**src/rtl/bfs_pkg.sv**
```systemverilog
// ----------------------------------------------------------------------------
// bfs_pkg
// Shared types, codes and helpers for the tape-language stepping core.
// ----------------------------------------------------------------------------
package bfs_pkg;

  // default store depths
  localparam int unsigned TapeDepthDefault = 32768;
  localparam int unsigned ProgDepthDefault = 4096;

  // command characters
  localparam logic [7:0] CHAR_RIGHT = 8'h3E;
  localparam logic [7:0] CHAR_LEFT  = 8'h3C;
  localparam logic [7:0] CHAR_INC   = 8'h2B;
  localparam logic [7:0] CHAR_DEC   = 8'h2D;
  localparam logic [7:0] CHAR_OUT   = 8'h2E;
  localparam logic [7:0] CHAR_IN    = 8'h2C;
  localparam logic [7:0] CHAR_OPEN  = 8'h5B;
  localparam logic [7:0] CHAR_CLOSE = 8'h5D;

  // executed command field when nothing ran
  localparam logic [3:0] EXEC_NONE = 4'd0;

  typedef enum logic [1:0] {
    REQ_LOAD    = 2'd0,
    REQ_STEP    = 2'd1,
    REQ_RESTART = 2'd2,
    REQ_CLEAR   = 2'd3
  } req_e;

  // stored 3-bit command codes
  typedef enum logic [2:0] {
    CMD_RIGHT = 3'd0,
    CMD_LEFT  = 3'd1,
    CMD_INC   = 3'd2,
    CMD_DEC   = 3'd3,
    CMD_OUT   = 3'd4,
    CMD_IN    = 3'd5,
    CMD_OPEN  = 3'd6,
    CMD_CLOSE = 3'd7
  } cmd_e;

  typedef enum logic [1:0] {
    ST_OK        = 2'd0,
    ST_END       = 2'd1,
    ST_UNMATCHED = 2'd2,
    ST_FULL      = 2'd3
  } status_e;

  // datapath operations issued by the controller
  typedef enum logic [3:0] {
    OP_NONE      = 4'd0,
    OP_CAPTURE   = 4'd1,
    OP_LOAD      = 4'd2,
    OP_RESTART   = 4'd3,
    OP_END       = 4'd4,
    OP_FETCH     = 4'd5,
    OP_EXEC      = 4'd6,
    OP_CELL_LOAD = 4'd7,
    OP_SCAN_RD   = 4'd8,
    OP_SCAN_CHK  = 4'd9,
    OP_UNMATCHED = 4'd10,
    OP_EMIT      = 4'd11
  } dp_op_e;

  // datapath flags seen by the controller
  typedef struct packed {
    req_e req;
    logic prog_end;
    logic need_tape_rd;
    logic jump_taken;
    logic scan_end;
    logic scan_match;
    logic out_free;
  } dp_status_t;

  typedef struct packed {
    logic valid;
    cmd_e code;
  } decoded_t;

  // character to stored command code
  function automatic decoded_t decode_char(input logic [7:0] ch);
    decoded_t d;
    d.valid = 1'b1;
    d.code  = CMD_RIGHT;
    case (ch)
      CHAR_RIGHT: d.code = CMD_RIGHT;
      CHAR_LEFT:  d.code = CMD_LEFT;
      CHAR_INC:   d.code = CMD_INC;
      CHAR_DEC:   d.code = CMD_DEC;
      CHAR_OUT:   d.code = CMD_OUT;
      CHAR_IN:    d.code = CMD_IN;
      CHAR_OPEN:  d.code = CMD_OPEN;
      CHAR_CLOSE: d.code = CMD_CLOSE;
      default:    d.valid = 1'b0;
    endcase
    return d;
  endfunction

  // stored code to executed command number 1..8
  function automatic logic [3:0] exec_code(input cmd_e c);
    return {1'b0, c} + 4'd1;
  endfunction

endpackage

```
**src/rtl/bfs_ctrl.sv**
```systemverilog
// ----------------------------------------------------------------------------
// bfs_ctrl
// Sequencer: accepts a request, walks the datapath through its operations
// and hands the finished result to the output register.
// ----------------------------------------------------------------------------
module bfs_ctrl (
  input  logic                clk_i,
  input  logic                rst_ni,
  input  logic                in_valid_i,
  output logic                in_ready_o,
  input  bfs_pkg::dp_status_t flags_i,
  output bfs_pkg::dp_op_e     op_o
);

  typedef enum logic [6:0] {
    S_IDLE = 7'b0000001,
    S_DISP = 7'b0000010,
    S_EXEC = 7'b0000100,
    S_TRD  = 7'b0001000,
    S_SRD  = 7'b0010000,
    S_SCHK = 7'b0100000,
    S_DONE = 7'b1000000
  } state_e;

  state_e state_q, state_d;

  // next state and operation
  always_comb begin
    state_d    = state_q;
    op_o       = bfs_pkg::OP_NONE;
    in_ready_o = 1'b0;
    case (state_q)
      S_IDLE: begin
        in_ready_o = 1'b1;
        if (in_valid_i) begin
          op_o    = bfs_pkg::OP_CAPTURE;
          state_d = S_DISP;
        end
      end
      S_DISP: begin
        case (flags_i.req)
          bfs_pkg::REQ_LOAD: begin
            op_o    = bfs_pkg::OP_LOAD;
            state_d = S_DONE;
          end
          bfs_pkg::REQ_STEP: begin
            if (flags_i.prog_end) begin
              op_o    = bfs_pkg::OP_END;
              state_d = S_DONE;
            end else begin
              op_o    = bfs_pkg::OP_FETCH;
              state_d = S_EXEC;
            end
          end
          default: begin
            op_o    = bfs_pkg::OP_RESTART;
            state_d = S_DONE;
          end
        endcase
      end
      S_EXEC: begin
        op_o = bfs_pkg::OP_EXEC;
        if (flags_i.need_tape_rd) begin
          state_d = S_TRD;
        end else if (flags_i.jump_taken) begin
          state_d = S_SRD;
        end else begin
          state_d = S_DONE;
        end
      end
      S_TRD: begin
        op_o    = bfs_pkg::OP_CELL_LOAD;
        state_d = S_DONE;
      end
      S_SRD: begin
        if (flags_i.scan_end) begin
          op_o    = bfs_pkg::OP_UNMATCHED;
          state_d = S_DONE;
        end else begin
          op_o    = bfs_pkg::OP_SCAN_RD;
          state_d = S_SCHK;
        end
      end
      S_SCHK: begin
        op_o    = bfs_pkg::OP_SCAN_CHK;
        state_d = flags_i.scan_match ? S_DONE : S_SRD;
      end
      S_DONE: begin
        if (flags_i.out_free) begin
          op_o    = bfs_pkg::OP_EMIT;
          state_d = S_IDLE;
        end
      end
      default: state_d = S_IDLE;
    endcase
  end

  // state register
  always_ff @(posedge clk_i or negedge rst_ni) begin
    if (!rst_ni) begin
      state_q <= S_IDLE;
    end else begin
      state_q <= state_d;
    end
  end

endmodule

```
**config.mk**
```make
export PLATFORM = sky130hd
export DESIGN_NAME = bfs_ctrl
export DESIGN_NICKNAME = d
export VERILOG_FILES = /design/src/rtl/bfs_pkg.sv /design/src/rtl/bfs_ctrl.sv
export SDC_FILE = /design/constraint.sdc
export NUM_CORES = 1
export LEC_CHECK = 0
export ABC_AREA = 1
export BUFFER_PORTS_ARGS = -buffer_cell sky130_fd_sc_hd__clkbuf_2
export CAP_MARGIN = 20
export CORE_MARGIN = 8
export CORE_UTILIZATION = 30
export CTS_CLUSTER_DIAMETER = 150
export DETAILED_ROUTE_END_ITERATION = 16
export GPL_TIMING_DRIVEN = 1
export HOLD_SLACK_MARGIN = 0.03
export PLACE_DENSITY = 0.55
export SLEW_MARGIN = 20
export SYNTH_ARGS = -nofsm -noshare
export SYNTH_HDL_FRONTEND = slang
export SYNTH_SLANG_ARGS = --single-unit
```
**constraint.sdc**
```tcl
create_clock -name clk_i -period 1.55 [get_ports clk_i]
set_input_delay 0.31 -clock clk_i [delete_from_list [all_inputs] [get_ports clk_i]]
set_output_delay 0.31 -clock clk_i [all_outputs]
set_load 0.01 [all_outputs]
```
# Word-level counts from Yosys, hierarchy flattened
# Cells that the tools add are included.
# totals
register_bits,7
latch_bits,0
mem_bits_rw,0
rom_bits,0
input_bits,11
wordCells,29
memories,0
# classes
n_addsub,0
multipliers,0
div,0
order_cmp,0
n_eq_ne,10
shift,0
muxes,16
n_bitwise,0
reduce_logical,2
# op_table
op,count
$mux 7,8
$pmux 7 s7,1
$pmux 4 s7,1
$eq 7x1->1 const B,1
$eq 7x2->1 const B,1
$eq 7x3->1 const B,1
$eq 7x4->1 const B,1
$eq 7x5->1 const B,1
$eq 7x6->1 const B,1
$eq 7x7->1 const B,1
$pmux 3 s2,1
$mux 4,1
$ne 2x2->1 const B,2
$mux 1,3
$eq 2x1->1 const B,1
$logic_not 2->1,1
$mux 2,1
$reduce_and 2->1,1

# Logic depth before layout (Yosys ltp)
# Gate-level depths: netlist of the first run.
# logic_depth
ltp_word,3
depth_mapped,8

# Worst setup path after synthesis of the first run
# OpenSTA, ideal clock, no wires.
# synth_path
path_type,reg2out
startpoint,register state_q[0]
endpoint,output op_o[0]
t_arrival_ns,1.107
setup_slack_ns,0.133
stages_incl_launch_ff,5
cell_sequence,dfstp_2 > nand2_1 > nor3_2 > nand2_1 > nand3_1
# synth_via
elab_chain_cells,2
# synth_lines
item,line,rtl
start: declaration,bfs_ctrl.sv:25,"state_e state_q, state_d;"
start signal: assignment,bfs_ctrl.sv:103,state_q <= state_d;
$eq 7x7->1 (tied with other cells),bfs_ctrl.sv:32,case (state_q)
$pmux 4 s7 *,bfs_ctrl.sv:32,
end: declaration,bfs_ctrl.sv:12,output bfs_pkg::dp_op_e op_o
# Mark *: on every way between the ends. The rest lies on a longest branch, timed or not.

# Worst setup path in the final report of the first run
# layout_path
startpoint,register state_q[0]
endpoint,output op_o[1]
# The elaborated chain is that of the path after synthesis.

==> report_table.html, run 1 <==
<table>
<tr><th>Metric</th><th>Value</th></tr>
<tr><th colspan="2">Clock network</th></tr>
<tr><td>Master cell of the clock root buffer</td><td>sky130_fd_sc_hd__clkbuf_4</td></tr>
<tr><td>CTS buffer count</td><td>3</td></tr>
<tr><td>Clock tree from TritonCTS</td><td>done</td></tr>
<tr><td>Clock transition at the register clock pins on the worst setup and hold paths after CTS</td><td>about 50 ps</td></tr>
<tr><td>Number of clock sinks</td><td>7</td></tr>
<tr><td>Clock latency reported for the late side of the worst-skew pair</td><td>approximately 250 ps</td></tr>
<tr><td>Clock tree buffer depth</td><td>2</td></tr>
<tr><td>H-tree levels</td><td>1</td></tr>
<tr><th colspan="2">Global route</th></tr>
<tr><td>Via count of the first global-routing pass</td><td>roughly 570</td></tr>
<tr><td>First-pass GRT wire length</td><td>~2300 um</td></tr>
<tr><td>GR met3 Demand/Resource</td><td>0.0132</td></tr>
<tr><td>Gr busiest metal</td><td>met2</td></tr>
<tr><td>Antenna violations before repair</td><td>0</td></tr>
<tr><td>Global route overflow</td><td>0</td></tr>
<tr><td>Maximum number of pins on one net before global-route repair</td><td>8</td></tr>
<tr><td>Met1 Resource Use GR</td><td>0.0990</td></tr>
<tr><td>Total global-route track usage</td><td>0.0904</td></tr>
<tr><td>Met2 routing resource usage after global routing</td><td>0.142</td></tr>
<tr><th colspan="2">STA</th></tr>
<tr><td>Slew at the pin closest to its max-slew limit</td><td>between 300 and 400 ps</td></tr>
<tr><td>Setup repair after global routing missed its margin</td><td>yes</td></tr>
<tr><td>Hold WS</td><td>approximately 250 ps</td></tr>
<tr><td>Time the final worst path needs with I/O delays and setup</td><td>approximately 1800 ps</td></tr>
<tr><td>Count of pins over their slew limit</td><td>0</td></tr>
<tr><td>Share of the clock period used by the worst path after layout</td><td>1.17</td></tr>
<tr><td>Count of final setup violators</td><td>5</td></tr>
<tr><td>Final Skew</td><td>around 0.25 ps</td></tr>
<tr><td>Setup ws final</td><td>-267 ps</td></tr>
<tr><td>Normalized max-slew margin</td><td>0.794</td></tr>
<tr><td>Final total negative setup slack</td><td>-869 ps</td></tr>
<tr><td>Endpoints failing hold</td><td>0</td></tr>
<tr><td>Fmax</td><td>~550 MHz</td></tr>
<tr><th colspan="2">Yosys</th></tr>
<tr><td>Simple-Gate Fraction of Synth Area</td><td>0.476</td></tr>
<tr><td>Area contributors post-synth</td><td>sky130_fd_sc_hd__dfrtp_1 (29%), sky130_fd_sc_hd__nand2_1 (14%), sky130_fd_sc_hd__inv_1 (13%), sky130_fd_sc_hd__nor2_1 (11%), sky130_fd_sc_hd__nand3_1 (9.5%)</td></tr>
<tr><td>Combinational family with the most area after synthesis</td><td>simple AND/OR/NAND/NOR gates</td></tr>
<tr><td>Number of nets produced by synthesis</td><td>96</td></tr>
<tr><td>Sequential-to-total area share from yosys stat</td><td>0.336</td></tr>
<tr><td>Number of synthesis warnings</td><td>0</td></tr>
<tr><td>Share of flip-flops with an asynchronous set or reset after synthesis</td><td>1.00</td></tr>
<tr><td>Post-synthesis cell area</td><td>about 530 um2</td></tr>
<tr><td>Share of the synthesized area in the top cell type</td><td>0.286</td></tr>
<tr><td>Primary flip-flop cell chosen by synthesis mapping</td><td>sky130_fd_sc_hd__dfrtp_1</td></tr>
<tr><td>Cells after synthesis</td><td>between 80 and 90</td></tr>
<tr><td>Count of distinct cell types in the synthesized netlist</td><td>18</td></tr>
<tr><td>Synth Area in Compound Gates</td><td>0.0524</td></tr>
<tr><td>FF+latch count, synth</td><td>7</td></tr>
<tr><td>Xor/xnor cell area share of the yosys netlist</td><td>0</td></tr>
<tr><td>Share of synthesized cell area in full adder, half adder and majority cells</td><td>0</td></tr>
<tr><td>Most area-hungry cell type in the Yosys netlist</td><td>sky130_fd_sc_hd__dfrtp_1</td></tr>
<tr><td>Number of flops mapped to enable cells by yosys</td><td>0</td></tr>
<tr><td>Mux cell area share after synthesis</td><td>0</td></tr>
<tr><td>Mean cell area of the mapped netlist</td><td>between 6 and 7 um2</td></tr>
<tr><th colspan="2">Route</th></tr>
<tr><td>Routed length per instance</td><td>approximately 11 um</td></tr>
<tr><td>Total number of vias</td><td>605</td></tr>
<tr><td>Vias per std cell</td><td>about 4.7</td></tr>
<tr><td>Pre-Repair DR Iteration Count</td><td>4</td></tr>
<tr><td>Drt initial violations</td><td>12</td></tr>
<tr><td>Drc violations</td><td>0</td></tr>
<tr><td>Count of antenna-violating nets left after detailed routing</td><td>0</td></tr>
<tr><td>Final wirelength</td><td>1470 um</td></tr>
<tr><th colspan="2">Finish</th></tr>
<tr><td>Register bank with the most flops</td><td>state_q</td></tr>
<tr><td>Number of antenna cells inserted</td><td>0</td></tr>
<tr><td>Fill cells</td><td>160</td></tr>
<tr><td>Flip-flop count of the largest register after layout</td><td>7</td></tr>
<tr><td>Flip-flop and latch area</td><td>around 180 um2</td></tr>
<tr><td>Regs by FF count</td><td>state_q x7</td></tr>
<tr><td>Synthesis-to-layout area growth</td><td>50.0%</td></tr>
<tr><td>Share of post-route cells with drive strength above 1</td><td>0.482</td></tr>
<tr><td>Count of nets after finishing</td><td>124</td></tr>
<tr><td>Multi-input combinational cell area</td><td>approximately 350 um2</td></tr>
<tr><td>Final design utilization</td><td>0.467</td></tr>
<tr><th colspan="2">Status</th></tr>
<tr><td>Violations in the final reports</td><td>negative setup slack</td></tr>
<tr><td>Outcome</td><td>complete, but fails checks</td></tr>
<tr><th colspan="2">Floorplanning</th></tr>
<tr><td>Full die area</td><td>3350 um2</td></tr>
<tr><td>IO Count</td><td>16</td></tr>
<tr><td>Placeable Area</td><td>roughly 1700 um2</td></tr>
<tr><td>Count of standard-cell rows</td><td>15</td></tr>
<tr><td>Die Height</td><td>between 50 and 60 um</td></tr>
<tr><td>Horiz. Die Dim</td><td>just under 60 um</td></tr>
<tr><td>Starting Density</td><td>0.311</td></tr>
<tr><th colspan="2">Hold path</th></tr>
<tr><td>Type of the worst min-delay path</td><td>in2reg</td></tr>
<tr><th colspan="2">Setup path</th></tr>
<tr><td>Kind of cell with the highest combined delay on the critical path</td><td>flip-flops</td></tr>
<tr><td>Critical path buffer and inverter count</td><td>3</td></tr>
<tr><td>Data arrival time at the worst-slack endpoint</td><td>1510 ps</td></tr>
<tr><td>Slowest stage delay, CP</td><td>roughly 550 ps</td></tr>
<tr><td>Critical Path Sink Type</td><td>output port</td></tr>
<tr><td>Kind of start point of the critical path</td><td>register</td></tr>
<tr><td>Worst EP required</td><td>1240 ps</td></tr>
<tr><td>Setup Crit Path Kind</td><td>reg2out</td></tr>
<tr><td>Worst Path Max Fanout</td><td>3</td></tr>
<tr><td>Dominant cell type by count on the critical path</td><td>sky130_fd_sc_hd__inv_2</td></tr>
<tr><td>Cells traversed along the worst timing path</td><td>inv_2 -&gt; nand2_2 -&gt; nor2_1 -&gt; nand2_1 -&gt; inv_2 -&gt; a21oi_2 -&gt; nand4_1 -&gt; buf_2</td></tr>
<tr><td>Slowest stage cell on the critical path</td><td>sky130_fd_sc_hd__dfstp_2</td></tr>
<tr><th colspan="2">Placed design</th></tr>
<tr><td>Buffers on Ports</td><td>15</td></tr>
<tr><td>Detailed placement HPWL</td><td>approximately 1100 um</td></tr>
<tr><td>Weighted congestion reported at the end of routability-driven placement</td><td>0.753</td></tr>
<tr><th colspan="2">Power and ir drop</th></tr>
<tr><td>Reported leakage power</td><td>approximately 0.46 nW</td></tr>
<tr><td>Worst voltage drop across the vdd grid</td><td>between 0.6 and 0.7 mV</td></tr>
<tr><td>Overall power</td><td>0.000963 W</td></tr>
<tr><td>Total power per unit cell area</td><td>around 1200 nW/um2</td></tr>
<tr><th colspan="2">Job</th></tr>
<tr><td>Number of max-cap violations</td><td>0</td></tr>
</table>
cell type report:
class                           count  share of cell area
Multi-Input combinational cell     59               0.438
Sequential cell                     7               0.225
Timing Repair Buffer               23               0.179
Inverter                           19              0.0968
Clock buffer                        4              0.0333
Tap cell                           17              0.0270
stage by stage:
step                cells  worst slack [ps]  cell area [um2]
finish                129              -267              788
detailed placement    119              31.3              637
global placement      119              45.4              637
CTS                   127              -203              729
global route          129              -322              788
floorplan              85               133              526
power by group:
part / leakage [nW] / internal, W / switching (W)
Clock: 0.0150 / 0.0000981 / 0.0000648
Sequential: 0.0916 / 0.000230 / 0.0000449
Combinational: 0.357 / 0.000218 / 0.000308
routing by layer:
| layer | part of all wire | vias up |
|---|---|---|
| met5 | 0 | - |
| met4 | 0.026 | 0 |
| met3 | 0.011 | 4 |
| met2 | 0.52 | 16 |
| met1 | 0.44 | 271 |
| li1 | - | 314 |
synthesized netlist by cell type, drive strengths merged, types with 2 or more instances:
library cell  instances
dfrtp                 6
nand3                11
inv                  19
nand2                21
nor2                 19
nor3                  2
path summary, 6_finish.rpt:
check | cells after the start | from | slack (ps) | to
worst max register to register | 9 | state_q[0] | 130 | state_q[6]
min in group asynchronous | 2 | rst_ni | 420 | state_q[1]
max in group asynchronous | 2 | rst_ni | 900 | state_q[0]
worst min-delay path | 2 | flags_i[2] | 250 | state_q[5]
worst max-delay path | 8 | state_q[0] | -270 | op_o[1]
worst min register to register | 3 | state_q[6] | 670 | state_q[0]
kinds of logic after synthesis:
kind of cell           Yosys count
buffers and inverters           19
and+or+nand+nor                 55
AOI/OAI and AO/OA                4
DFF                              7
repair_timing:
action | CTS | global route
hold buffers | 1 | 0
resized for setup | 10 | 19
setup endpoints to repair | 5 | 5
endpoints found under the hold margin | 6 | 0
buffers inserted | 3 | 2
pin swaps | 2 | 3
layout by cell type, fill, tap and decap left out, drive strengths merged:
| cell type | netlist | final |
|---|---|---|
| nand3 | 11 | 11 |
| nand4 | 1 | 1 |
| nor2 | 19 | 19 |
| nand2 | 21 | 21 |
| buf | 0 | 10 |
| dlygate4sd3 | 0 | 1 |
| clkbuf | 0 | 16 |
| o22ai | 1 | 1 |
| dfrtp | 6 | 6 |
| dfstp | 1 | 1 |
| inv | 19 | 19 |
| o21bai | 1 | 1 |
| or2 | 1 | 1 |
| nor3 | 2 | 2 |
| a21oi | 1 | 1 |
| o21ai | 1 | 1 |
worst reg2reg max path, stage by stage (launching register included):
cell,delay (ps)
sky130_fd_sc_hd__dfstp_2,550
sky130_fd_sc_hd__inv_2,60
sky130_fd_sc_hd__nand2_2,60
sky130_fd_sc_hd__nor2_1,40
sky130_fd_sc_hd__nand2_1,90
sky130_fd_sc_hd__inv_2,60
sky130_fd_sc_hd__a21oi_2,140
sky130_fd_sc_hd__buf_4,130
sky130_fd_sc_hd__buf_4,90
sky130_fd_sc_hd__nand3_1,70
(Power assumes the default switching activity.)
==> inputs of run 2 (changes only) <==
--- a/config.mk
+++ b/config.mk
@@ -5,7 +5,7 @@
 export SDC_FILE = /design/constraint.sdc
 export NUM_CORES = 1
 export LEC_CHECK = 0
-export ABC_AREA = 1
+export ABC_AREA = 0
 export BUFFER_PORTS_ARGS = -buffer_cell sky130_fd_sc_hd__clkbuf_2
 export CAP_MARGIN = 20
 export CORE_MARGIN = 8
==> constraint.sdc (replaced) <==
create_clock -name clk_i -period 1.55 [get_ports clk_i]
set_input_delay 0.31 -clock clk_i [delete_from_list [all_inputs] [get_ports clk_i]]
set_output_delay 0.31 -clock clk_i [all_outputs]
set_load 0.05 [all_outputs]
==> report_table.html, run 2 <==
<table>
<tr><th>Metric</th><th>Value</th></tr>
<tr><th colspan="2">Status</th></tr>
<tr><td>Outcome</td><td>complete, but fails checks</td></tr>
<tr><td>Violations in the final reports</td><td>negative setup slack</td></tr>
<tr><th colspan="2">Setup path</th></tr>
<tr><td>Critical Path Sink Type</td><td>output port</td></tr>
<tr><td>Data arrival time at the worst-slack endpoint</td><td>1660 ps (+150 ps)</td></tr>
<tr><td>Kind of start point of the critical path</td><td>register</td></tr>
<tr><td>Worst EP required</td><td>1240 ps (about the same)</td></tr>
<tr><td>Worst Path Max Fanout</td><td>3 (unchanged)</td></tr>
<tr><td>Setup Crit Path Kind</td><td>reg2out</td></tr>
<tr><th colspan="2">Clock network</th></tr>
<tr><td>Clock transition at the register clock pins on the worst setup and hold paths after CTS</td><td>50 ps (about the same)</td></tr>
<tr><td>Clock tree from TritonCTS</td><td>done</td></tr>
<tr><td>Clock tree buffer depth</td><td>2 (unchanged)</td></tr>
<tr><td>Master cell of the clock root buffer</td><td>sky130_fd_sc_hd__clkbuf_4</td></tr>
<tr><td>Number of clock sinks</td><td>7 (unchanged)</td></tr>
<tr><td>Clock latency reported for the late side of the worst-skew pair</td><td>260 ps (about the same)</td></tr>
<tr><td>H-tree levels</td><td>1 (unchanged)</td></tr>
<tr><td>CTS buffer count</td><td>3 (unchanged)</td></tr>
<tr><th colspan="2">Power and ir drop</th></tr>
<tr><td>Share of power burned in registers</td><td>0.170 (-0.115)</td></tr>
<tr><td>Switching power</td><td>0.000623 W (+49%)</td></tr>
<tr><td>Worst voltage drop across the vdd grid</td><td>1.28 mV (+97%)</td></tr>
<tr><td>Proportion of power drawn by the clock network</td><td>0.108 (-0.061)</td></tr>
<tr><td>Overall power</td><td>0.00153 W (+59%)</td></tr>
<tr><td>P_int</td><td>0.000905 W (+66%)</td></tr>
<tr><td>Power share of the combinational group</td><td>0.722 (+0.176)</td></tr>
<tr><td>Fraction of power spent switching nets</td><td>0.408 (-0.0260)</td></tr>
<tr><td>Total power per unit cell area</td><td>1590 nW/um2 (+30%)</td></tr>
<tr><td>Reported leakage power</td><td>0.451 nW (-2.7%)</td></tr>
<tr><th colspan="2">Finish</th></tr>
<tr><td>Multi-input combinational cell area</td><td>414 um2 (+20%)</td></tr>
<tr><td>Share of post-route cells with drive strength above 1</td><td>0.535 (+0.0532)</td></tr>
<tr><td>Count of nets after finishing</td><td>111 (-10%)</td></tr>
<tr><td>Final design utilization</td><td>0.564 (+0.0974)</td></tr>
<tr><td>Flip-flop count of the largest register after layout</td><td>7 (unchanged)</td></tr>
<tr><td>Leading cell type in the layout, fill and taps excluded</td><td>sky130_fd_sc_hd__buf_4</td></tr>
<tr><td>Number of antenna cells inserted</td><td>0 (unchanged)</td></tr>
<tr><td>Flip-flop and latch area</td><td>178 um2 (unchanged)</td></tr>
<tr><td>Fill cells</td><td>149 (-6.9%)</td></tr>
<tr><td>Regs by FF count</td><td>state_q x7</td></tr>
<tr><td>Register bank with the most flops</td><td>state_q</td></tr>
<tr><td>Post-Layout Inst Area</td><td>963 um2 (+22%)</td></tr>
<tr><td>Synthesis-to-layout area growth</td><td>80.3%</td></tr>
<tr><td>Highest-count cells in the layout ignoring fill and taps</td><td>sky130_fd_sc_hd__buf_4 (16), sky130_fd_sc_hd__clkbuf_2 (10), sky130_fd_sc_hd__nor2_1 (7)</td></tr>
<tr><th colspan="2">Yosys</th></tr>
<tr><td>Most frequent cell after synthesis</td><td>sky130_fd_sc_hd__nor2_1</td></tr>
<tr><td>Combinational family with the most area after synthesis</td><td>simple AND/OR/NAND/NOR gates</td></tr>
<tr><td>Most area-hungry cell type in the Yosys netlist</td><td>sky130_fd_sc_hd__dfrtp_1</td></tr>
<tr><td>FF+latch count, synth</td><td>7 (unchanged)</td></tr>
<tr><td>Synth top cells by count</td><td>sky130_fd_sc_hd__nor2_1 (9), sky130_fd_sc_hd__dfrtp_1 (6), sky130_fd_sc_hd__nand2_1 (4), sky130_fd_sc_hd__nand3_1 (4), sky130_fd_sc_hd__nor3_1 (4)</td></tr>
<tr><td>Cells after synthesis</td><td>62 (-27%)</td></tr>
<tr><td>Sequential-to-total area share from yosys stat</td><td>0.330 (-0.00550)</td></tr>
<tr><td>Synth Area in Compound Gates</td><td>0.194 (+0.142)</td></tr>
<tr><td>Number of nets produced by synthesis</td><td>73 (-24%)</td></tr>
<tr><td>Share of synthesized cell area in full adder, half adder and majority cells</td><td>0 (unchanged)</td></tr>
<tr><td>Share of flip-flops with an asynchronous set or reset after synthesis</td><td>1.00 (unchanged)</td></tr>
<tr><td>Number of flops mapped to enable cells by yosys</td><td>0 (unchanged)</td></tr>
<tr><td>Xor/xnor cell area share of the yosys netlist</td><td>0.0164 (+0.0164)</td></tr>
<tr><td>Post-synthesis cell area</td><td>534 um2 (+1.7%)</td></tr>
<tr><td>Mux cell area share after synthesis</td><td>0.0187 (+0.0187)</td></tr>
<tr><td>Area contributors post-synth</td><td>sky130_fd_sc_hd__dfrtp_1 (28%), sky130_fd_sc_hd__nor2_1 (6.3%), sky130_fd_sc_hd__dfstp_2 (4.9%), sky130_fd_sc_hd__nand3_1 (3.7%), sky130_fd_sc_hd__nor3_1 (3.7%)</td></tr>
<tr><td>Share of the synthesized area in the top cell type</td><td>0.281 (-0.00468)</td></tr>
<tr><td>Primary flip-flop cell chosen by synthesis mapping</td><td>sky130_fd_sc_hd__dfrtp_1</td></tr>
<tr><td>Mean cell area of the mapped netlist</td><td>8.62 um2 (+39%)</td></tr>
<tr><td>Count of distinct cell types in the synthesized netlist</td><td>30 (+12)</td></tr>
<tr><td>Number of synthesis warnings</td><td>0 (unchanged)</td></tr>
<tr><td>Simple-Gate Fraction of Synth Area</td><td>0.398 (-0.0781)</td></tr>
<tr><th colspan="2">STA</th></tr>
<tr><td>Normalized max-slew margin</td><td>0.807 (+0.0129)</td></tr>
<tr><td>Time the final worst path needs with I/O delays and setup</td><td>1970 ps (+153 ps)</td></tr>
<tr><td>Count of final setup violators</td><td>5 (unchanged)</td></tr>
<tr><td>Fmax</td><td>508 MHz (-7.8%)</td></tr>
<tr><td>Endpoints failing hold</td><td>0 (unchanged)</td></tr>
<tr><td>Setup repair after global routing missed its margin</td><td>yes</td></tr>
<tr><td>Setup ws final</td><td>-420 ps (-153 ps)</td></tr>
<tr><td>Final Skew</td><td>8.94 ps (+8.69 ps)</td></tr>
<tr><td>Count of pins over their slew limit</td><td>0 (unchanged)</td></tr>
<tr><td>Slew at the pin closest to its max-slew limit</td><td>288 ps (-18.4 ps)</td></tr>
<tr><td>Share of the clock period used by the worst path after layout</td><td>1.27 (+0.0988)</td></tr>
<tr><th colspan="2">Global route</th></tr>
<tr><td>First-pass GRT wire length</td><td>2570 um (+12%)</td></tr>
<tr><td>Global route overflow</td><td>0 (unchanged)</td></tr>
<tr><td>Total global-route track usage</td><td>0.101 (+0.0108)</td></tr>
<tr><td>Antenna violations before repair</td><td>0 (unchanged)</td></tr>
<tr><td>Maximum number of pins on one net before global-route repair</td><td>10 (+2)</td></tr>
<tr><td>Via count of the first global-routing pass</td><td>599 (+4.4%)</td></tr>
<tr><th colspan="2">Route</th></tr>
<tr><td>Vias per std cell</td><td>4.97 (+5.9%)</td></tr>
<tr><td>Final wirelength</td><td>1560 um (+5.8%)</td></tr>
<tr><td>Drt initial violations</td><td>16 (+4)</td></tr>
<tr><td>Count of antenna-violating nets left after detailed routing</td><td>0 (unchanged)</td></tr>
<tr><td>Drc violations</td><td>0 (unchanged)</td></tr>
<tr><td>Pre-Repair DR Iteration Count</td><td>4 (unchanged)</td></tr>
<tr><td>Total number of vias</td><td>616 (+1.8%)</td></tr>
<tr><td>Routed length per instance</td><td>12.6 um (+10%)</td></tr>
<tr><th colspan="2">Hold path</th></tr>
<tr><td>Type of the worst min-delay path</td><td>in2reg</td></tr>
<tr><th colspan="2">Floorplanning</th></tr>
<tr><td>Starting Density</td><td>0.313 (+0.00171)</td></tr>
<tr><td>IO Count</td><td>16 (unchanged)</td></tr>
<tr><td>Die Height</td><td>58.2 um (+0.60%)</td></tr>
<tr><td>Count of standard-cell rows</td><td>15 (unchanged)</td></tr>
<tr><td>Placeable Area</td><td>1710 um2 (+1.1%)</td></tr>
<tr><td>Horiz. Die Dim</td><td>58.2 um (+0.60%)</td></tr>
<tr><td>Full die area</td><td>3390 um2 (+1.2%)</td></tr>
<tr><th colspan="2">Placed design</th></tr>
<tr><td>Instance area at placement</td><td>851 um2 (+34%)</td></tr>
<tr><td>Weighted congestion reported at the end of routability-driven placement</td><td>0.873 (+16%)</td></tr>
<tr><td>Detailed placement HPWL</td><td>1230 um (+14%)</td></tr>
<tr><td>Buffers on Ports</td><td>15 (unchanged)</td></tr>
<tr><th colspan="2">Job</th></tr>
<tr><td>Number of max-cap violations</td><td>0 (unchanged)</td></tr>
</table>
==> run 2: area by class of cell <==
type | instances | area share
multi-input combinational | 51 | 0.430
clock buffer | 4 | 0.0273
timing repair buffer | 34 | 0.314
inverter | 3 | 0.0117
sequential | 7 | 0.184
tap | 25 | 0.0325
==> run 2: worst paths after layout <==
path	cells after the start	startpoint	slack, ps	end
setup reg to reg	6	state_q[4]	30	state_q[6]
hold reg to reg	3	state_q[1]	680	state_q[5]
hold / removal	2	flags_i[1]	250	state_q[4]
max in group asynchronous	2	rst_ni	880	state_q[0]
setup / recovery	5	state_q[1]	-420	op_o[0]
min in group asynchronous	2	rst_ni	420	state_q[5]
==> run 2: timing repair <==
item                       4_1_cts  5_1_grt
hold buffers                     1        0
hold endpoints to repair         6        0
pin swaps                        4        4
setup endpoints to repair        7        7
buffers inserted                 1        3
gates resized for setup          8        1
==> run 2: critical path: stages, from the launching register on <==
cell and delay (ps):
sky130_fd_sc_hd__dfrtp_1 380, sky130_fd_sc_hd__or4_4 570, sky130_fd_sc_hd__nor2_2 100, sky130_fd_sc_hd__a21o_1 130, sky130_fd_sc_hd__a211o_4 100, sky130_fd_sc_hd__buf_12 120
==> run 2: kinds of logic (layout without fill, tap and decap cells) <==
group,Yosys count,in the layout
flops,7,7
xor+xnor,1,1
compound gates,14,14
simple gates,35,35
buf+inv,4,41
mux,1,1
==> run 2: power groups by stage <==
| stage | logic, W | clock network (W) | registers (W) |
|---|---|---|---|
| finish | 0.00110 | 0.000165 | 0.000260 |
| detailed placement | 0.000975 | 0 | 0.000262 |
| CTS | 0.00104 | 0.000174 | 0.000259 |
| floorplan | 0.000514 | 0 | 0.000274 |
| global placement | 0.000976 | 0 | 0.000261 |
| global route | 0.00118 | 0.000188 | 0.000264 |
==> run 2: metrics by stage <==
step                      worst slack [ps]  setup TNS, ps  hold slack [ps]  std cells
after global routing                  -482          -2090              240        124
after floorplan                       -247           -592             14.4         62
after global placement                -200           -796              154        115
after detailed placement              -167           -743              158        115
final                                 -420          -1610              255        124
after CTS                             -430          -1730              246        121
==> run 2: metal layers <==
layer | GRT usage | routed length, um | up-vias
met5 | 0 | 0 | -
met4 | 0.0420 | 22 | 0
met3 | 0.0530 | 102 | 5
met2 | 0.167 | 790 | 14
met1 | 0.105 | 642 | 291
li1 | - | - | 306
